[config.mk]
export PLATFORM = sky130hd
export DESIGN_NAME = video_start_code_frame_splitter_flat
export DESIGN_NICKNAME = d
export VERILOG_FILES = /design/src/sv/vscfs_pkg.sv /design/src/sv/vscfs_if.sv /design/src/sv/video_start_code_frame_splitter.sv /design/src/sv/vscfs_scan.sv /design/src/flat_wrapper.sv
export SDC_FILE = /design/constraint.sdc
export NUM_CORES = 1
export LEC_CHECK = 0
export BUFFER_PORTS_ARGS = -buffer_cell sky130_fd_sc_hd__buf_2
export CAP_MARGIN = 25
export CORE_MARGIN = 2
export CORE_UTILIZATION = 30
export DETAILED_ROUTE_END_ITERATION = 8
export GPL_ROUTABILITY_DRIVEN = 1
export PLACE_DENSITY = 0.56
export SETUP_SLACK_MARGIN = 0.3
export SLEW_MARGIN = 20
export SYNTH_ARGS = -nofsm -noshare
export SYNTH_HDL_FRONTEND = slang
export SYNTH_SLANG_ARGS = --single-unit
[constraint.sdc]
create_clock -name clk -period 8.33 [get_ports clk]
set_clock_uncertainty 0.15 [all_clocks]
set_input_delay 0.833 -clock clk [delete_from_list [all_inputs] [get_ports clk]]
set_output_delay 0.833 -clock clk [all_outputs]
set_load 0.05 [all_outputs]
[src/sv/vscfs_pkg.sv]
`timescale 1ns / 1ps
`default_nettype none
// ----------------------------------------------------------------------------
// vscfs_pkg
// Shared types and constants for the start code frame splitter.
// ----------------------------------------------------------------------------
package vscfs_pkg;

    localparam int POS_W   = 32;
    localparam int CMP_W   = (POS_W > 32) ? POS_W : 32;
    localparam int CFG_W   = 32;
    localparam int CFG_IDX_W = 2;

    typedef logic [CFG_IDX_W-1:0] cfg_idx_t;
    localparam cfg_idx_t CFG_STREAM_MODE = 2'd0;
    localparam cfg_idx_t CFG_HEADER_ONLY = 2'd1;
    localparam cfg_idx_t CFG_MAX_LENGTH  = 2'd2;

    typedef logic [1:0] stream_mode_t;
    localparam stream_mode_t MODE_AVC   = 2'd0;
    localparam stream_mode_t MODE_PART2 = 2'd1;
    localparam stream_mode_t MODE_MPV   = 2'd2;

    localparam logic [0:0] KIND_HEADER  = 1'b0;
    localparam logic [0:0] KIND_PICTURE = 1'b1;

    localparam logic [7:0] TALLY_MAX = 8'd255;

    typedef enum logic [2:0] {
        SC_IDLE   = 3'd0,
        SC_ZERO1  = 3'd1,
        SC_ZERO2  = 3'd2,
        SC_ZERO3  = 3'd3,
        SC_PREFIX = 3'd4,
        SC_SLICE  = 3'd5
    } scan_state_t;

    // events raised by the scanner for one byte
    typedef struct packed {
        logic mark_pending;
        logic bump_pending;
        logic mark_header;
        logic mark_picture;
        logic set_short;
    } scan_evt_t;

endpackage
`default_nettype wire

[src/sv/vscfs_if.sv]
`timescale 1ns / 1ps
`default_nettype none
// ----------------------------------------------------------------------------
// vscfs_byte_if / vscfs_frame_if
// Valid/ready channels for stream bytes and frame records.
// ----------------------------------------------------------------------------
interface vscfs_byte_if;
    logic       valid;
    logic       ready;
    logic [7:0] data_byte;

    modport source (output valid, output data_byte, input ready);
    modport sink   (input valid, input data_byte, output ready);
endinterface

interface vscfs_frame_if;
    logic        valid;
    logic        ready;
    logic [31:0] frame_start;
    logic [31:0] frame_len;
    logic        frame_kind;
    logic        too_long;

    modport source (output valid, output frame_start, output frame_len,
                    output frame_kind, output too_long, input ready);
    modport sink   (input valid, input frame_start, input frame_len,
                    input frame_kind, input too_long, output ready);
endinterface
`default_nettype wire

[src/sv/video_start_code_frame_splitter.sv]
`timescale 1ns / 1ps
`default_nettype none
// ----------------------------------------------------------------------------
// video_start_code_frame_splitter
// Scans a compressed video byte stream for start codes and reports frames.
// ----------------------------------------------------------------------------
// Takes one stream byte per clock cycle, sustained, as long as frame records
// are taken. A byte is held in an input register, then classified and folded
// into the frame state once the result register is free, and a closing byte's
// frame record is loaded into the result register in that same update.
// The single result register sets the rate: a byte stalls only while a
// record waits there and the sink holds ready low.
module video_start_code_frame_splitter
(
    input  logic                        clk,
    input  logic                        rst_n,
    input  logic                        cfg_we,
    input  vscfs_pkg::cfg_idx_t         cfg_index,
    input  logic [vscfs_pkg::CFG_W-1:0] cfg_data,
    vscfs_byte_if.sink                  byte_in,
    vscfs_frame_if.source               frame_out
);

    localparam int POS_W = vscfs_pkg::POS_W;
    localparam int CMP_W = vscfs_pkg::CMP_W;

    // configuration
    vscfs_pkg::stream_mode_t stream_mode_reg;
    logic                    header_only_reg;
    logic [31:0]             max_len_reg;

    // input register
    logic       s1_valid_reg;
    logic [7:0] s1_byte_reg;

    // frame state
    vscfs_pkg::scan_state_t scan_state_reg;
    vscfs_pkg::scan_state_t scan_state_next;
    logic [POS_W-1:0]       byte_position_reg;
    logic [POS_W-1:0]       pending_reg, pending_next;
    logic [POS_W-1:0]       frame_begin_reg, frame_begin_next;
    logic [7:0]             header_tally_reg, header_tally_next;
    logic [7:0]             picture_tally_reg, picture_tally_next;
    logic                   start_known_reg, start_known_next;
    logic                   seeking_end_reg, seeking_end_next;
    logic                   short_seen_reg, short_seen_next;
    logic                   last_kind_reg, last_kind_next;

    // result register
    logic        out_valid_reg;
    logic [31:0] frame_start_reg, frame_start_next;
    logic [31:0] frame_len_reg, frame_len_next;
    logic        frame_kind_reg;
    logic        too_long_reg, too_long_next;
    logic        emit;

    logic                 advance;
    logic                 in_take;
    vscfs_pkg::scan_evt_t evt;

    assign advance       = s1_valid_reg && (!out_valid_reg || frame_out.ready);
    assign byte_in.ready = !s1_valid_reg || advance;
    assign in_take       = byte_in.valid && byte_in.ready;

    assign frame_out.valid       = out_valid_reg;
    assign frame_out.frame_start = frame_start_reg;
    assign frame_out.frame_len   = frame_len_reg;
    assign frame_out.frame_kind  = frame_kind_reg;
    assign frame_out.too_long    = too_long_reg;

    vscfs_scan u_scan
    (
        .state             (scan_state_reg),
        .data_byte         (s1_byte_reg),
        .stream_mode       (stream_mode_reg),
        .header_only       (header_only_reg),
        .seeking_end       (seeking_end_reg),
        .short_header_seen (short_seen_reg),
        .state_next        (scan_state_next),
        .evt               (evt)
    );

    always_comb
    begin
        logic             ended;
        logic [POS_W-1:0] len;

        pending_next       = pending_reg;
        frame_begin_next   = frame_begin_reg;
        header_tally_next  = header_tally_reg;
        picture_tally_next = picture_tally_reg;
        start_known_next   = start_known_reg;
        seeking_end_next   = seeking_end_reg;
        short_seen_next    = short_seen_reg || evt.set_short;
        last_kind_next     = last_kind_reg;
        ended              = 1'b0;

        if (evt.mark_pending)
            pending_next = byte_position_reg;
        else if (evt.bump_pending)
            pending_next = pending_reg + POS_W'(1);

        if (evt.mark_header)
        begin
            last_kind_next = vscfs_pkg::KIND_HEADER;
            if (header_tally_reg != vscfs_pkg::TALLY_MAX)
                header_tally_next = header_tally_reg + 8'd1;
        end
        if (evt.mark_picture)
        begin
            last_kind_next = vscfs_pkg::KIND_PICTURE;
            if (picture_tally_reg != vscfs_pkg::TALLY_MAX)
                picture_tally_next = picture_tally_reg + 8'd1;
        end

        if (header_only_reg && header_tally_next != 8'd0 && picture_tally_next == 8'd1)
        begin
            ended = 1'b1;
        end
        else
        begin
            if (!start_known_next && header_tally_next == 8'd1 && picture_tally_next == 8'd0)
            begin
                frame_begin_next = pending_next;
                start_known_next = 1'b1;
            end
            if (!start_known_next && header_tally_next == 8'd0 && picture_tally_next == 8'd1)
            begin
                frame_begin_next   = pending_next;
                start_known_next   = 1'b1;
                seeking_end_next   = 1'b1;
                picture_tally_next = 8'd0;
            end
            if (!seeking_end_next && header_tally_next != 8'd0 && picture_tally_next == 8'd1)
            begin
                seeking_end_next   = 1'b1;
                header_tally_next  = 8'd0;
                picture_tally_next = 8'd0;
            end
            if (seeking_end_next && (header_tally_next != 8'd0 || picture_tally_next != 8'd0))
            begin
                ended            = 1'b1;
                seeking_end_next = (header_tally_next == 8'd0);
            end
        end

        len              = pending_next - frame_begin_next;
        emit             = ended && start_known_next;
        frame_start_next = 32'(frame_begin_next);
        frame_len_next   = 32'(len);
        too_long_next    = CMP_W'(len) > CMP_W'(max_len_reg);

        if (emit)
        begin
            frame_begin_next   = pending_next;
            picture_tally_next = 8'd0;
            if (last_kind_next == vscfs_pkg::KIND_PICTURE)
            begin
                seeking_end_next  = 1'b1;
                header_tally_next = 8'd0;
            end
            else
            begin
                seeking_end_next  = 1'b0;
                header_tally_next = 8'd1;
                short_seen_next   = 1'b0;
            end
        end
    end

    always_ff @(posedge clk or negedge rst_n)
    begin
        if (!rst_n)
        begin
            stream_mode_reg <= vscfs_pkg::MODE_AVC;
            header_only_reg <= 1'b0;
            max_len_reg     <= 32'hFFFF_FFFF;
        end
        else if (cfg_we)
        begin
            unique case (cfg_index)
                vscfs_pkg::CFG_STREAM_MODE: stream_mode_reg <= cfg_data[1:0];
                vscfs_pkg::CFG_HEADER_ONLY: header_only_reg <= cfg_data[0];
                vscfs_pkg::CFG_MAX_LENGTH:  max_len_reg <= cfg_data[31:0];
                default:                    header_only_reg <= header_only_reg;
            endcase
        end
    end

    always_ff @(posedge clk or negedge rst_n)
    begin
        if (!rst_n)
        begin
            s1_valid_reg      <= 1'b0;
            out_valid_reg     <= 1'b0;
            scan_state_reg    <= vscfs_pkg::SC_IDLE;
            byte_position_reg <= '0;
            pending_reg       <= '0;
            frame_begin_reg   <= '0;
            header_tally_reg  <= '0;
            picture_tally_reg <= '0;
            start_known_reg   <= 1'b0;
            seeking_end_reg   <= 1'b0;
            short_seen_reg    <= 1'b0;
            last_kind_reg     <= 1'b0;
        end
        else
        begin
            if (in_take)
                s1_valid_reg <= 1'b1;
            else if (advance)
                s1_valid_reg <= 1'b0;

            if (advance)
            begin
                out_valid_reg     <= emit;
                scan_state_reg    <= scan_state_next;
                byte_position_reg <= byte_position_reg + POS_W'(1);
                pending_reg       <= pending_next;
                frame_begin_reg   <= frame_begin_next;
                header_tally_reg  <= header_tally_next;
                picture_tally_reg <= picture_tally_next;
                start_known_reg   <= start_known_next;
                seeking_end_reg   <= seeking_end_next;
                short_seen_reg    <= short_seen_next;
                last_kind_reg     <= last_kind_next;
            end
            else if (frame_out.ready)
            begin
                out_valid_reg <= 1'b0;
            end
        end
    end

    always_ff @(posedge clk)
    begin
        if (in_take)
            s1_byte_reg <= byte_in.data_byte;
        if (advance && emit)
        begin
            frame_start_reg <= frame_start_next;
            frame_len_reg   <= frame_len_next;
            frame_kind_reg  <= last_kind_next;
            too_long_reg    <= too_long_next;
        end
    end

`ifndef SYNTHESIS
    // the end search only runs once a frame start is known
    assert property (@(posedge clk) disable iff (!rst_n)
        seeking_end_reg |-> start_known_reg)
        else $error("end search without a known frame start");

    // a record only appears after a byte was processed
    assert property (@(posedge clk) disable iff (!rst_n)
        $rose(out_valid_reg) |-> $past(s1_valid_reg))
        else $error("frame record without a processed byte");

    // an input request waits only behind a stalled record
    assert property (@(posedge clk) disable iff (!rst_n)
        (s1_valid_reg && !byte_in.ready) |-> (out_valid_reg && !frame_out.ready))
        else $error("input stalled without output backpressure");
`endif

endmodule
`default_nettype wire

[src/sv/vscfs_scan.sv]
`timescale 1ns / 1ps
`default_nettype none
// ----------------------------------------------------------------------------
// vscfs_scan
// Start code scanner: next scan state and code classification for one byte.
// ----------------------------------------------------------------------------
module vscfs_scan
(
    input  vscfs_pkg::scan_state_t  state,
    input  logic [7:0]              data_byte,
    input  vscfs_pkg::stream_mode_t stream_mode,
    input  logic                    header_only,
    input  logic                    seeking_end,
    input  logic                    short_header_seen,
    output vscfs_pkg::scan_state_t  state_next,
    output vscfs_pkg::scan_evt_t    evt
);

    logic       is_h264;
    logic       is_mpeg4;
    logic       is_mpeg12;
    logic [4:0] nal_type;
    logic       short_hdr;
    logic       code_header;
    logic       code_picture;

    assign is_h264   = (stream_mode == vscfs_pkg::MODE_AVC);
    assign is_mpeg4  = (stream_mode == vscfs_pkg::MODE_PART2);
    assign is_mpeg12 = (stream_mode == vscfs_pkg::MODE_MPV);
    assign nal_type  = data_byte[4:0];
    assign short_hdr = is_mpeg4 && ((data_byte & 8'hFC) == 8'h80);

    assign code_header =
        (is_h264 && (nal_type == 5'd6 || nal_type == 5'd7 || nal_type == 5'd8)) ||
        (is_mpeg4 && ((data_byte & 8'hF0) <= 8'h20 || data_byte == 8'hB0 ||
                      data_byte == 8'hB2 || data_byte == 8'hB3 ||
                      data_byte == 8'hB5)) ||
        (is_mpeg12 && (data_byte == 8'hB3 || data_byte == 8'hB8));
    assign code_picture = (is_mpeg4 && data_byte == 8'hB6) ||
                          (is_mpeg12 && data_byte == 8'h00);

    always_comb
    begin
        state_next = vscfs_pkg::SC_IDLE;
        unique case (state)
            vscfs_pkg::SC_IDLE:
            begin
                if (data_byte == 8'h00)
                    state_next = vscfs_pkg::SC_ZERO1;
            end
            vscfs_pkg::SC_ZERO1:
            begin
                if (data_byte == 8'h00)
                    state_next = vscfs_pkg::SC_ZERO2;
            end
            vscfs_pkg::SC_ZERO2:
            begin
                priority if (data_byte == 8'h01)
                    state_next = vscfs_pkg::SC_PREFIX;
                else if (short_hdr)
                    state_next = vscfs_pkg::SC_IDLE;
                else if (data_byte == 8'h00)
                    state_next = is_h264 ? vscfs_pkg::SC_ZERO3 : vscfs_pkg::SC_ZERO2;
                else
                    state_next = vscfs_pkg::SC_IDLE;
            end
            vscfs_pkg::SC_ZERO3:
            begin
                priority if (data_byte == 8'h01)
                    state_next = vscfs_pkg::SC_PREFIX;
                else if (data_byte == 8'h00)
                    state_next = vscfs_pkg::SC_ZERO3;
                else
                    state_next = vscfs_pkg::SC_IDLE;
            end
            vscfs_pkg::SC_PREFIX:
            begin
                if (is_h264 && (nal_type == 5'd1 || nal_type == 5'd5))
                    state_next = vscfs_pkg::SC_SLICE;
            end
            vscfs_pkg::SC_SLICE:
            begin
                state_next = vscfs_pkg::SC_IDLE;
            end
            default:
            begin
                state_next = vscfs_pkg::SC_IDLE;
            end
        endcase
    end

    always_comb
    begin
        evt = '0;
        unique case (state)
            vscfs_pkg::SC_IDLE:
            begin
                evt.mark_pending = (data_byte == 8'h00);
            end
            vscfs_pkg::SC_ZERO2:
            begin
                if (data_byte != 8'h01 && short_hdr)
                begin
                    priority if (header_only && !short_header_seen)
                    begin
                        evt.mark_header = 1'b1;
                        evt.set_short   = 1'b1;
                    end
                    else if (!seeking_end || short_header_seen)
                    begin
                        evt.mark_picture = 1'b1;
                        evt.set_short    = 1'b1;
                    end
                    else
                    begin
                        evt.set_short = 1'b0;
                    end
                end
                else if (data_byte == 8'h00 && !is_h264)
                begin
                    evt.bump_pending = 1'b1;
                end
            end
            vscfs_pkg::SC_ZERO3:
            begin
                evt.bump_pending = (data_byte == 8'h00);
            end
            vscfs_pkg::SC_PREFIX:
            begin
                // slice codes are classified on the following byte
                if (!(is_h264 && (nal_type == 5'd1 || nal_type == 5'd5)))
                begin
                    evt.mark_header  = code_header;
                    evt.mark_picture = !code_header && code_picture;
                end
            end
            vscfs_pkg::SC_SLICE:
            begin
                // first_mb_in_slice == 0 starts a new picture
                evt.mark_picture = data_byte[7];
            end
            default:
            begin
                evt = '0;
            end
        endcase
    end

endmodule
`default_nettype wire

[src/flat_wrapper.sv]
// flat-port wrapper written by rule: the top's interface ports become plain ports
module video_start_code_frame_splitter_flat 
  (clk, rst_n, cfg_we, cfg_index, cfg_data, byte_in_valid, byte_in_data_byte, byte_in_ready, frame_out_valid, frame_out_frame_start, frame_out_frame_len, frame_out_frame_kind, frame_out_too_long, frame_out_ready);
  vscfs_byte_if byte_in_i ();
  vscfs_frame_if frame_out_i ();
  input  logic clk;
  input  logic rst_n;
  input  logic cfg_we;
  input  vscfs_pkg::cfg_idx_t cfg_index;
  input  logic [vscfs_pkg::CFG_W-1:0] cfg_data;
  input wire logic [$bits(byte_in_i.valid)-1:0] byte_in_valid;
  input wire logic [$bits(byte_in_i.data_byte)-1:0] byte_in_data_byte;
  output wire logic [$bits(byte_in_i.ready)-1:0] byte_in_ready;
  output wire logic [$bits(frame_out_i.valid)-1:0] frame_out_valid;
  output wire logic [$bits(frame_out_i.frame_start)-1:0] frame_out_frame_start;
  output wire logic [$bits(frame_out_i.frame_len)-1:0] frame_out_frame_len;
  output wire logic [$bits(frame_out_i.frame_kind)-1:0] frame_out_frame_kind;
  output wire logic [$bits(frame_out_i.too_long)-1:0] frame_out_too_long;
  input wire logic [$bits(frame_out_i.ready)-1:0] frame_out_ready;
  assign byte_in_i.valid = byte_in_valid;
  assign byte_in_i.data_byte = byte_in_data_byte;
  assign byte_in_ready = byte_in_i.ready;
  assign frame_out_valid = frame_out_i.valid;
  assign frame_out_frame_start = frame_out_i.frame_start;
  assign frame_out_frame_len = frame_out_i.frame_len;
  assign frame_out_frame_kind = frame_out_i.frame_kind;
  assign frame_out_too_long = frame_out_i.too_long;
  assign frame_out_i.ready = frame_out_ready;
  video_start_code_frame_splitter u_core (.clk(clk), .rst_n(rst_n), .cfg_we(cfg_we), .cfg_index(cfg_index), .cfg_data(cfg_data), .byte_in(byte_in_i), .frame_out(frame_out_i));
endmodule
# Word-level counts from Yosys, hierarchy flattened
# Index checks and enable logic that the tools add are counted.
[op_classes]
shift = 0
n_eq_ne = 29
add_sub_neg = 5
bitwise = 0
magnitude_cmp = 2
muxes = 66
div = 0
n_reduce_logical = 65
mul = 0
[ops]
columns = ["operator", "count"]
rows = [
  ["32-bit 2-to-1 mux", 6],
  ["8-bit 2-to-1 mux", 14],
  ["32-bit by 1-bit adder with 32-bit output (second input constant)", 2],
  ["8-bit equality test (second input constant)", 6],
  ["1-bit 2-to-1 mux", 33],
  ["8-bit by 1-bit equality test with 1-bit output (second input constant)", 4],
  ["32-bit > comparator", 1],
  ["8-bit logical NOT", 4],
  ["32-bit subtractor", 1],
  ["1-bit logical AND", 24],
  ["8-bit nonzero test", 3],
  ["8-bit by 1-bit adder with 8-bit output (second input constant)", 2],
  ["1-bit logical OR", 16],
  ["8-bit inequality test (second input constant)", 2],
  ["5-bit by 3-bit equality test with 1-bit output (second input constant)", 3],
  ["3-bit case mux with 5 select lines", 1],
  ["3-bit 2-to-1 mux", 4],
  ["2-bit 2-to-1 mux", 5],
  ["1-bit logical NOT", 9],
  ["8-bit by 6-bit less-or-equal comparator with 1-bit output (second input constant)", 1],
  ["8-bit by 1-bit inequality test with 1-bit output (second input constant)", 1],
  ["2-bit AND reduction", 4],
  ["3-bit by 2-bit equality test with 1-bit output (second input constant)", 2],
  ["3-bit equality test (second input constant)", 2],
  ["other kinds (12)", 17],
]
[totals]
mem_bits_rw = 0
latchBits = 0
output_inout_bits = 68
regBits = 230
word_cells = 187
n_memories = 0
rom_bits = 0

# Longest topological paths before layout
[depth]
word_depth = 36
depth_mapped = 36
mapped_depth_nobuf = 33

# Modules after synthesis
# A second synthesis with hierarchy kept.
[hier_totals]
cells_unflattened = 1290
area_unflattened_um2 = 13142.6
[modules_own_cells]
columns = ["module", "area_each_um2", "n_inst", "cells_per_inst"]
rows = [
  ["video_start_code_frame_splitter", 12779.8, 1, 1235],
  ["vscfs_scan", 362.8, 1, 55],
]

# Worst setup path before layout
# OpenSTA, ideal clock, no wires.
[synth_timing]
path_kind = "register to register"
startpoint = "register u_core.s1_byte_reg[5]"
endpoint = "register u_core.too_long_reg, in the netlist u_core.frame_out.too_long, data pin"
slack_ns = 1.105
path_buffers = 2
t_arrival_ns = 6.797
path_stages_with_launch = 34
cell_sequence = "edfxtp_1 -> nor4_4 -> nand4_1 -> or3_1 -> o211a_2 -> or4_1 -> a221o_1 -> nor4bb_1 -> buf_2 -> buf_2 -> mux2i_1 -> ha_1 -> inv_1 -> fa_1 -> a21o_1 -> a21oi_1 -> o21ai_0 -> nor2b_1 -> o21ai_0 -> nand2_1 -> a21o_1 -> a21oi_1 -> xnor2_1 -> ha_1 -> a21o_1 -> a21o_1 -> a21oi_1 -> nor2b_1 -> o21ai_0 -> nand2b_1 -> a21oi_1 -> nor3_1 -> a211oi_1 -> a32oi_1"
[synth_via]
elab_chain_len = 24
word_cells_on_any_way = 58
classes_between = "add/sub (1); order compare (2); eq/ne (10); mux (17); reduce/logical (28)"
[synth_lines]
columns = ["item", "line_no", "text"]
rows = [
  ["start, declared", "video_start_code_frame_splitter.sv:34", "logic [7:0] s1_byte_reg;"],
  ["start signal, assigned", "video_start_code_frame_splitter.sv:238", "s1_byte_reg <= byte_in.data_byte;"],
  ["8-bit by 6-bit less-or-equal comparator with 1-bit output / 8-bit equality test (equally long branches)", "vscfs_scan.sv:35", "(is_mpeg4 && ((data_byte & 8'hF0) <= 8'h20 || data_byte == 8'hB0 ||"],
  ["1-bit logical OR (2 in series)", "vscfs_scan.sv:35", ""],
  ["1-bit logical OR (2 in series)", "vscfs_scan.sv:36", "data_byte == 8'hB2 || data_byte == 8'hB3 ||"],
  ["1-bit logical AND", "vscfs_scan.sv:35", ""],
  ["1-bit logical OR", "vscfs_scan.sv:34", "(is_h264 && (nal_type == 5'd6 || nal_type == 5'd7 || nal_type == 5'd8)) ||"],
  ["1-bit logical OR", "vscfs_scan.sv:37", "data_byte == 8'hB5)) ||"],
  ["1-bit logical NOT", "vscfs_scan.sv:134", "evt.mark_picture = !code_header && code_picture;"],
  ["1-bit logical AND", "vscfs_scan.sv:134", ""],
  ["[... 8 more ...]", "--", ""],
  ["1-bit logical AND (2 in series)", "video_start_code_frame_splitter.sv:127", "if (!start_known_next && header_tally_next == 8'd0 && picture_tally_next == 8'd1)"],
  ["32-bit 2-to-1 mux", "video_start_code_frame_splitter.sv:127", ""],
  ["32-bit 2-to-1 mux (*)", "video_start_code_frame_splitter.sv:116", "if (header_only_reg && header_tally_next != 8'd0 && picture_tally_next == 8'd1)"],
  ["net u_core.frame_start_next[0]", "video_start_code_frame_splitter.sv:51", "logic [31:0] frame_start_reg, frame_start_next;"],
  ["32-bit subtractor (*)", "video_start_code_frame_splitter.sv:147", "len = pending_next - frame_begin_next;"],
  ["net u_core.frame_len_next[18]", "video_start_code_frame_splitter.sv:52", "logic [31:0] frame_len_reg, frame_len_next;"],
  ["32-bit > comparator (*)", "video_start_code_frame_splitter.sv:151", "too_long_next = CMP_W'(len) > CMP_W'(max_len_reg);"],
  ["net u_core.too_long_next", "video_start_code_frame_splitter.sv:54", "logic too_long_reg, too_long_next;"],
  ["end signal, assigned", "video_start_code_frame_splitter.sv:244", "too_long_reg <= too_long_next;"],
  ["end, declared", "video_start_code_frame_splitter.sv:54", ""],
]
# The timed path passes the listed nets; every way through them passes the cells marked *. The select of a mux whose other input is x is not followed.
# A chain may end at the register's enable or synchronous reset.

# Worst setup path after layout
[layout_timing]
startpoint = "register u_core.s1_byte_reg[2]"
endpoint = "register u_core.too_long_reg, in the netlist u_core.frame_out.too_long, data pin"
[layout_via]
elab_chain_len = 24
word_cells_on_any_way = 67
classes_between = "add/sub (1); order compare (1); eq/ne (15); mux (17); reduce/logical (33)"
[layout_lines]
columns = ["item", "line_no"]
rows = [
  ["8-bit equality test", "vscfs_scan.sv:35"],
  ["1-bit logical OR (2 in series)", "vscfs_scan.sv:35"],
  ["1-bit logical OR (2 in series)", "vscfs_scan.sv:36"],
  ["1-bit logical AND", "vscfs_scan.sv:35"],
  ["1-bit logical OR", "vscfs_scan.sv:34"],
  ["1-bit logical OR", "vscfs_scan.sv:37"],
  ["1-bit logical NOT", "vscfs_scan.sv:134"],
  ["1-bit logical AND", "vscfs_scan.sv:134"],
  ["[... 7 more ...]", "--"],
  ["1-bit logical NOT", "video_start_code_frame_splitter.sv:127"],
  ["1-bit logical AND (2 in series)", "video_start_code_frame_splitter.sv:127"],
  ["32-bit 2-to-1 mux", "video_start_code_frame_splitter.sv:127"],
  ["32-bit 2-to-1 mux", "video_start_code_frame_splitter.sv:116"],
  ["32-bit subtractor (*)", "video_start_code_frame_splitter.sv:147"],
  ["net u_core.frame_len_next[25]", "video_start_code_frame_splitter.sv:52"],
  ["32-bit > comparator (*)", "video_start_code_frame_splitter.sv:151"],
  ["net u_core.too_long_next", "video_start_code_frame_splitter.sv:54"],
]
# Marks and branches as above.

==> summary.md <==
Data on the critical path is required at its endpoint by 8460 ps. Setup repair after global routing left no endpoint under its margin. The first global-routing pass estimated 49.2 mm of wire. VDD sags by at most 0.130 mV. After synthesis, the netlist uses 75 different library cells. The tools report the insertion delay to the later sink of the worst-skew pair as 550 ps. The count of non-filler cells in the finished layout is 2012, and the max-capacitance violation count is 0. The logs give 30.0 mm for the wire length after detailed routing and 0 for the final count of pins violating max slew.

The setup slack at placement was -239 ps; the global-route usage over all layers was 13.4%. In the final routed layout, each cell accounts on average for 14.9 µm. At the pin with the least slew margin, the transition time is 918 ps. Routability-driven placement finished with a final weighted congestion of 0.855. The tools report the total iterations of the first detailed-routing run as 7.

Among all stages on the critical path, the largest delay is contributed by sky130_fd_sc_hd__or4_1. Detailed placement ended at an HPWL of 21.7 mm. The detailed router placed 9588 vias in this run. The number of cell instances on the worst register-to-register path is 30, and the H-tree depth reported by CTS is 1. Summing the sequential cell areas from Yosys gives 47.4% of the chip area. The via count of the first global-routing pass was 9559. Startpoint of the most critical setup path: u_core.s1_byte_reg[2]$_DFFE_PP_. The tools report the synthesized netlist net count as 1382. The synthesized netlist devotes 10.5% of its cell area to compound gates. The number of clock sinks was 230; the via count normalized by instance count was 4.77. Core occupancy in the finished layout: 36.2%. The logs give 0 for the count of inserted antenna diode cells and 0 for the number of endpoints with negative hold slack in the final report. The category of the critical setup timing path is flop to flop. For this run, the top clock speed supported by timing is 131 MHz. The mapped netlist covers 13000 µm².

The capturing element type of the critical path is a flop. Of the total synthesized cell area, the portion taken by full adders, half adders and majority gates is 6.60%. Proportion of synthesized area in mux cells: 9.54%. The count of fill cells added during filler insertion came out at 4282. The final cycle utilization of the critical path works out to 91.9%. Among all flip-flop cells after synthesis, the most frequent one is sky130_fd_sc_hd__dfrtp_1. The commonest cells after synthesis are sky130_fd_sc_hd__nand2_1 (181), sky130_fd_sc_hd__dfrtp_1 (124), sky130_fd_sc_hd__inv_1 (79), sky130_fd_sc_hd__edfxtp_1 (74), sky130_fd_sc_hd__nor2_1 (69).

The simple-gate share of the synthesized area was 16.2%; the final worst hold slack was 204 ps. The total of buffers placed on input and output ports works out to 114. The startpoint identified for the worst register-to-register timing path is u_core.s1_byte_reg[2]$_DFFE_PP_.

The worst path meets setup with 676 ps of slack. For the core footprint, the log shows 42900 µm². In this run the critical register-to-register path is captured at u_core.frame_out.too_long$_DFFE_PP_.

Summing all flip-flop and latch instances after layout gives 6170 µm². The run finished with clean final reports. TritonCTS built the clock tree.

After synthesis, the mean cell area works out to 10.3 µm². The floorplan step defined a die boundary enclosing 45000 µm². The setup TNS is 0 ps. In the post-synthesis netlist, the biggest area contributors are sky130_fd_sc_hd__dfrtp_1 (24%), sky130_fd_sc_hd__edfxtp_1 (17%), sky130_fd_sc_hd__dfstp_2 (6.5%). Counting the buffers created by CTS gives 28.

The post-CTS clock slew at the launch and capture registers of the worst setup and hold paths is 60 ps. From left edge to right edge, the die measures 212 µm. For this configuration, the core starts out at a cell density of 30.3%. In this run, synthesis produced a sequential element count of 230. 115 I/O pins were placed.

Yosys mapped a number of flops with a built-in enable equal to 74. From synthesis to final layout, the design area changed by 19.4%. The remaining design rule violation count was 0.

For the pin count of the biggest net entering global routing, the log shows 84. The height of the die came out at 212 µm. After synthesis, the largest family of logic cells by area is simple AND/OR/NAND/NOR gates.

The largest total area in the synthesized netlist belongs to sky130_fd_sc_hd__dfrtp_1. The relative slew slack came out at 38.7%. In this run the static leakage power is 7.09 nW. In the final layout, the share of cells above drive strength 1 is 20.8%. CTS placed an instance of sky130_fd_sc_hd__clkbuf_16 at the clock tree root. The data arrival at the endpoint of the critical path is 7780 ps. For the net count reported at finish, the log shows 1520. The worst hold path belongs to the class primary input to asynchronous set/reset pin.

The most common cell in the synthesized netlist was sky130_fd_sc_hd__nand2_1. The post-synthesis share of cell area spent on xor and xnor gates is 6.27%, and the number of instances in the placed design is 1948. The longest individual stage delay on the worst path was 520 ps. Global routing finished with a remaining overflow of 0. The count of nets left with antenna violations once routing finished came out at 0. Synthesis handed over a netlist of 1267 instances.

The post-synthesis async set-or-reset flop share came out at 67.8%. Clock period minus final worst setup slack: 7650 ps. For the buffer levels on the longest clock path, the log shows 3. The multi-input logic area is 6470 µm², and the slack of the worst reg-to-reg path is 680 ps. In this run the worst path has a maximum fanout of 17. The standard-cell row count is 76. The run gives 0 as the number of antenna violations at the first check in global routing. The power density over cell area is 204 nW/µm², and the number of warning messages in the yosys log is 0. The share of synthesized area in the top cell type comes to 23.9%. Setup violations remaining at the end of the flow were counted as 0. The worst setup path is launched from a flop. The initial DRC count was 446.
==> routing by layer <==
| layer | track usage [%] | share of wire, % | vias to the layer above |
|---|---|---|---|
| met5 | 0 | 0 | - |
| met4 | 4.18 | 2.9 | 0 |
| met3 | 2.30 | 4.4 | 52 |
| met2 | 22.0 | 46 | 184 |
| met1 | 18.0 | 47 | 4564 |
| li1 | - | - | 4788 |
==> metrics by stage <==
stage	instance area, µm²	total power [mW]
3_3_place_gp	14300	1.83
6_report	15500	3.17
2_1_floorplan	13000	1.68
4_1_cts	15400	3.20
3_5_place_dp	14300	1.84
5_1_grt	15500	3.33
==> critical path, delay by kind of cell, from the launching register on <==
family          cells  cell delay, ps
compound gates     13            2900
xor+xnor            1             280
fa+ha+maj           2             560
buf+inv             2             420
flops               1             460
mux                 1             260
simple gates       11            2330
==> cell usage in the layout, fill, tap and decap left out, types with 8 or more instances in the layout <==
| cell type | instances |
|---|---|
| sky130_fd_sc_hd__mux2_2 | 44 |
| sky130_fd_sc_hd__mux2i_1 | 35 |
| sky130_fd_sc_hd__o21ai_0 | 63 |
| sky130_fd_sc_hd__buf_4 | 29 |
| sky130_fd_sc_hd__and3_1 | 23 |
| sky130_fd_sc_hd__a21oi_1 | 45 |
| sky130_fd_sc_hd__nor2b_1 | 10 |
| sky130_fd_sc_hd__dfrtp_1 | 124 |
| sky130_fd_sc_hd__nand2b_1 | 15 |
| sky130_fd_sc_hd__nand3_1 | 31 |
| sky130_fd_sc_hd__xnor2_1 | 50 |
| sky130_fd_sc_hd__o21a_1 | 10 |
| sky130_fd_sc_hd__nor2_1 | 67 |
| sky130_fd_sc_hd__xor2_1 | 43 |
| sky130_fd_sc_hd__edfxtp_1 | 74 |
| sky130_fd_sc_hd__mux2_1 | 35 |
| sky130_fd_sc_hd__a31oi_1 | 8 |
| sky130_fd_sc_hd__nand2_1 | 180 |
| sky130_fd_sc_hd__o211ai_1 | 8 |
| sky130_fd_sc_hd__inv_1 | 79 |
| sky130_fd_sc_hd__dfstp_2 | 32 |
| sky130_fd_sc_hd__a21o_1 | 20 |
| sky130_fd_sc_hd__buf_2 | 113 |
| sky130_fd_sc_hd__clkbuf_16 | 30 |
| sky130_fd_sc_hd__nor3_1 | 18 |
| sky130_fd_sc_hd__ha_1 | 67 |
| sky130_fd_sc_hd__nand4_1 | 28 |
==> logic make-up after synthesis <==
logic type,after synthesis
simple gates,433
flops,230
xor+xnor,93
fa+ha+maj,68
buf+inv,116
compound gates,213
mux,114
==> timing repair <==
action,4_1_cts,5_1_grt
endpoints found under the setup margin,1,1
resized for setup,4,10
pin swaps,1,5
setup buffers,0,11
endpoints found under the hold margin,0,0
hold buffers,0,0
==> where the power goes <==
group / switching (mW) / internal [mW] / total, mW
combinational: 0.285 / 0.239 / 0.524
sequential: 0.0538 / 1.26 / 1.31
clock: 0.492 / 0.843 / 1.33
total: 0.831 / 2.34 / 3.17
==> how the worst max path moves through the flow <==
stage / end / cells after the start
floorplan: u_core.frame_out.too_long$_DFFE_PP_ / 33
CTS: u_core.frame_out.too_long$_DFFE_PP_ / 30
global route: u_core.frame_out.too_long$_DFFE_PP_ / 32
detailed placement: u_core.frame_out.too_long$_DFFE_PP_ / 29
global placement: u_core.frame_out.too_long$_DFFE_PP_ / 29
finish: u_core.frame_out.too_long$_DFFE_PP_ / 30
==> cell type report <==
type                       count  area share (%)
multi-input combinational    921            41.7
clock inverter                17            1.44
inverter                      79            1.91
clock buffer                  35            5.21
sequential                   230            39.7
tap                          585            4.71
timing repair buffer         145            5.37
(Power assumes the default switching activity.)
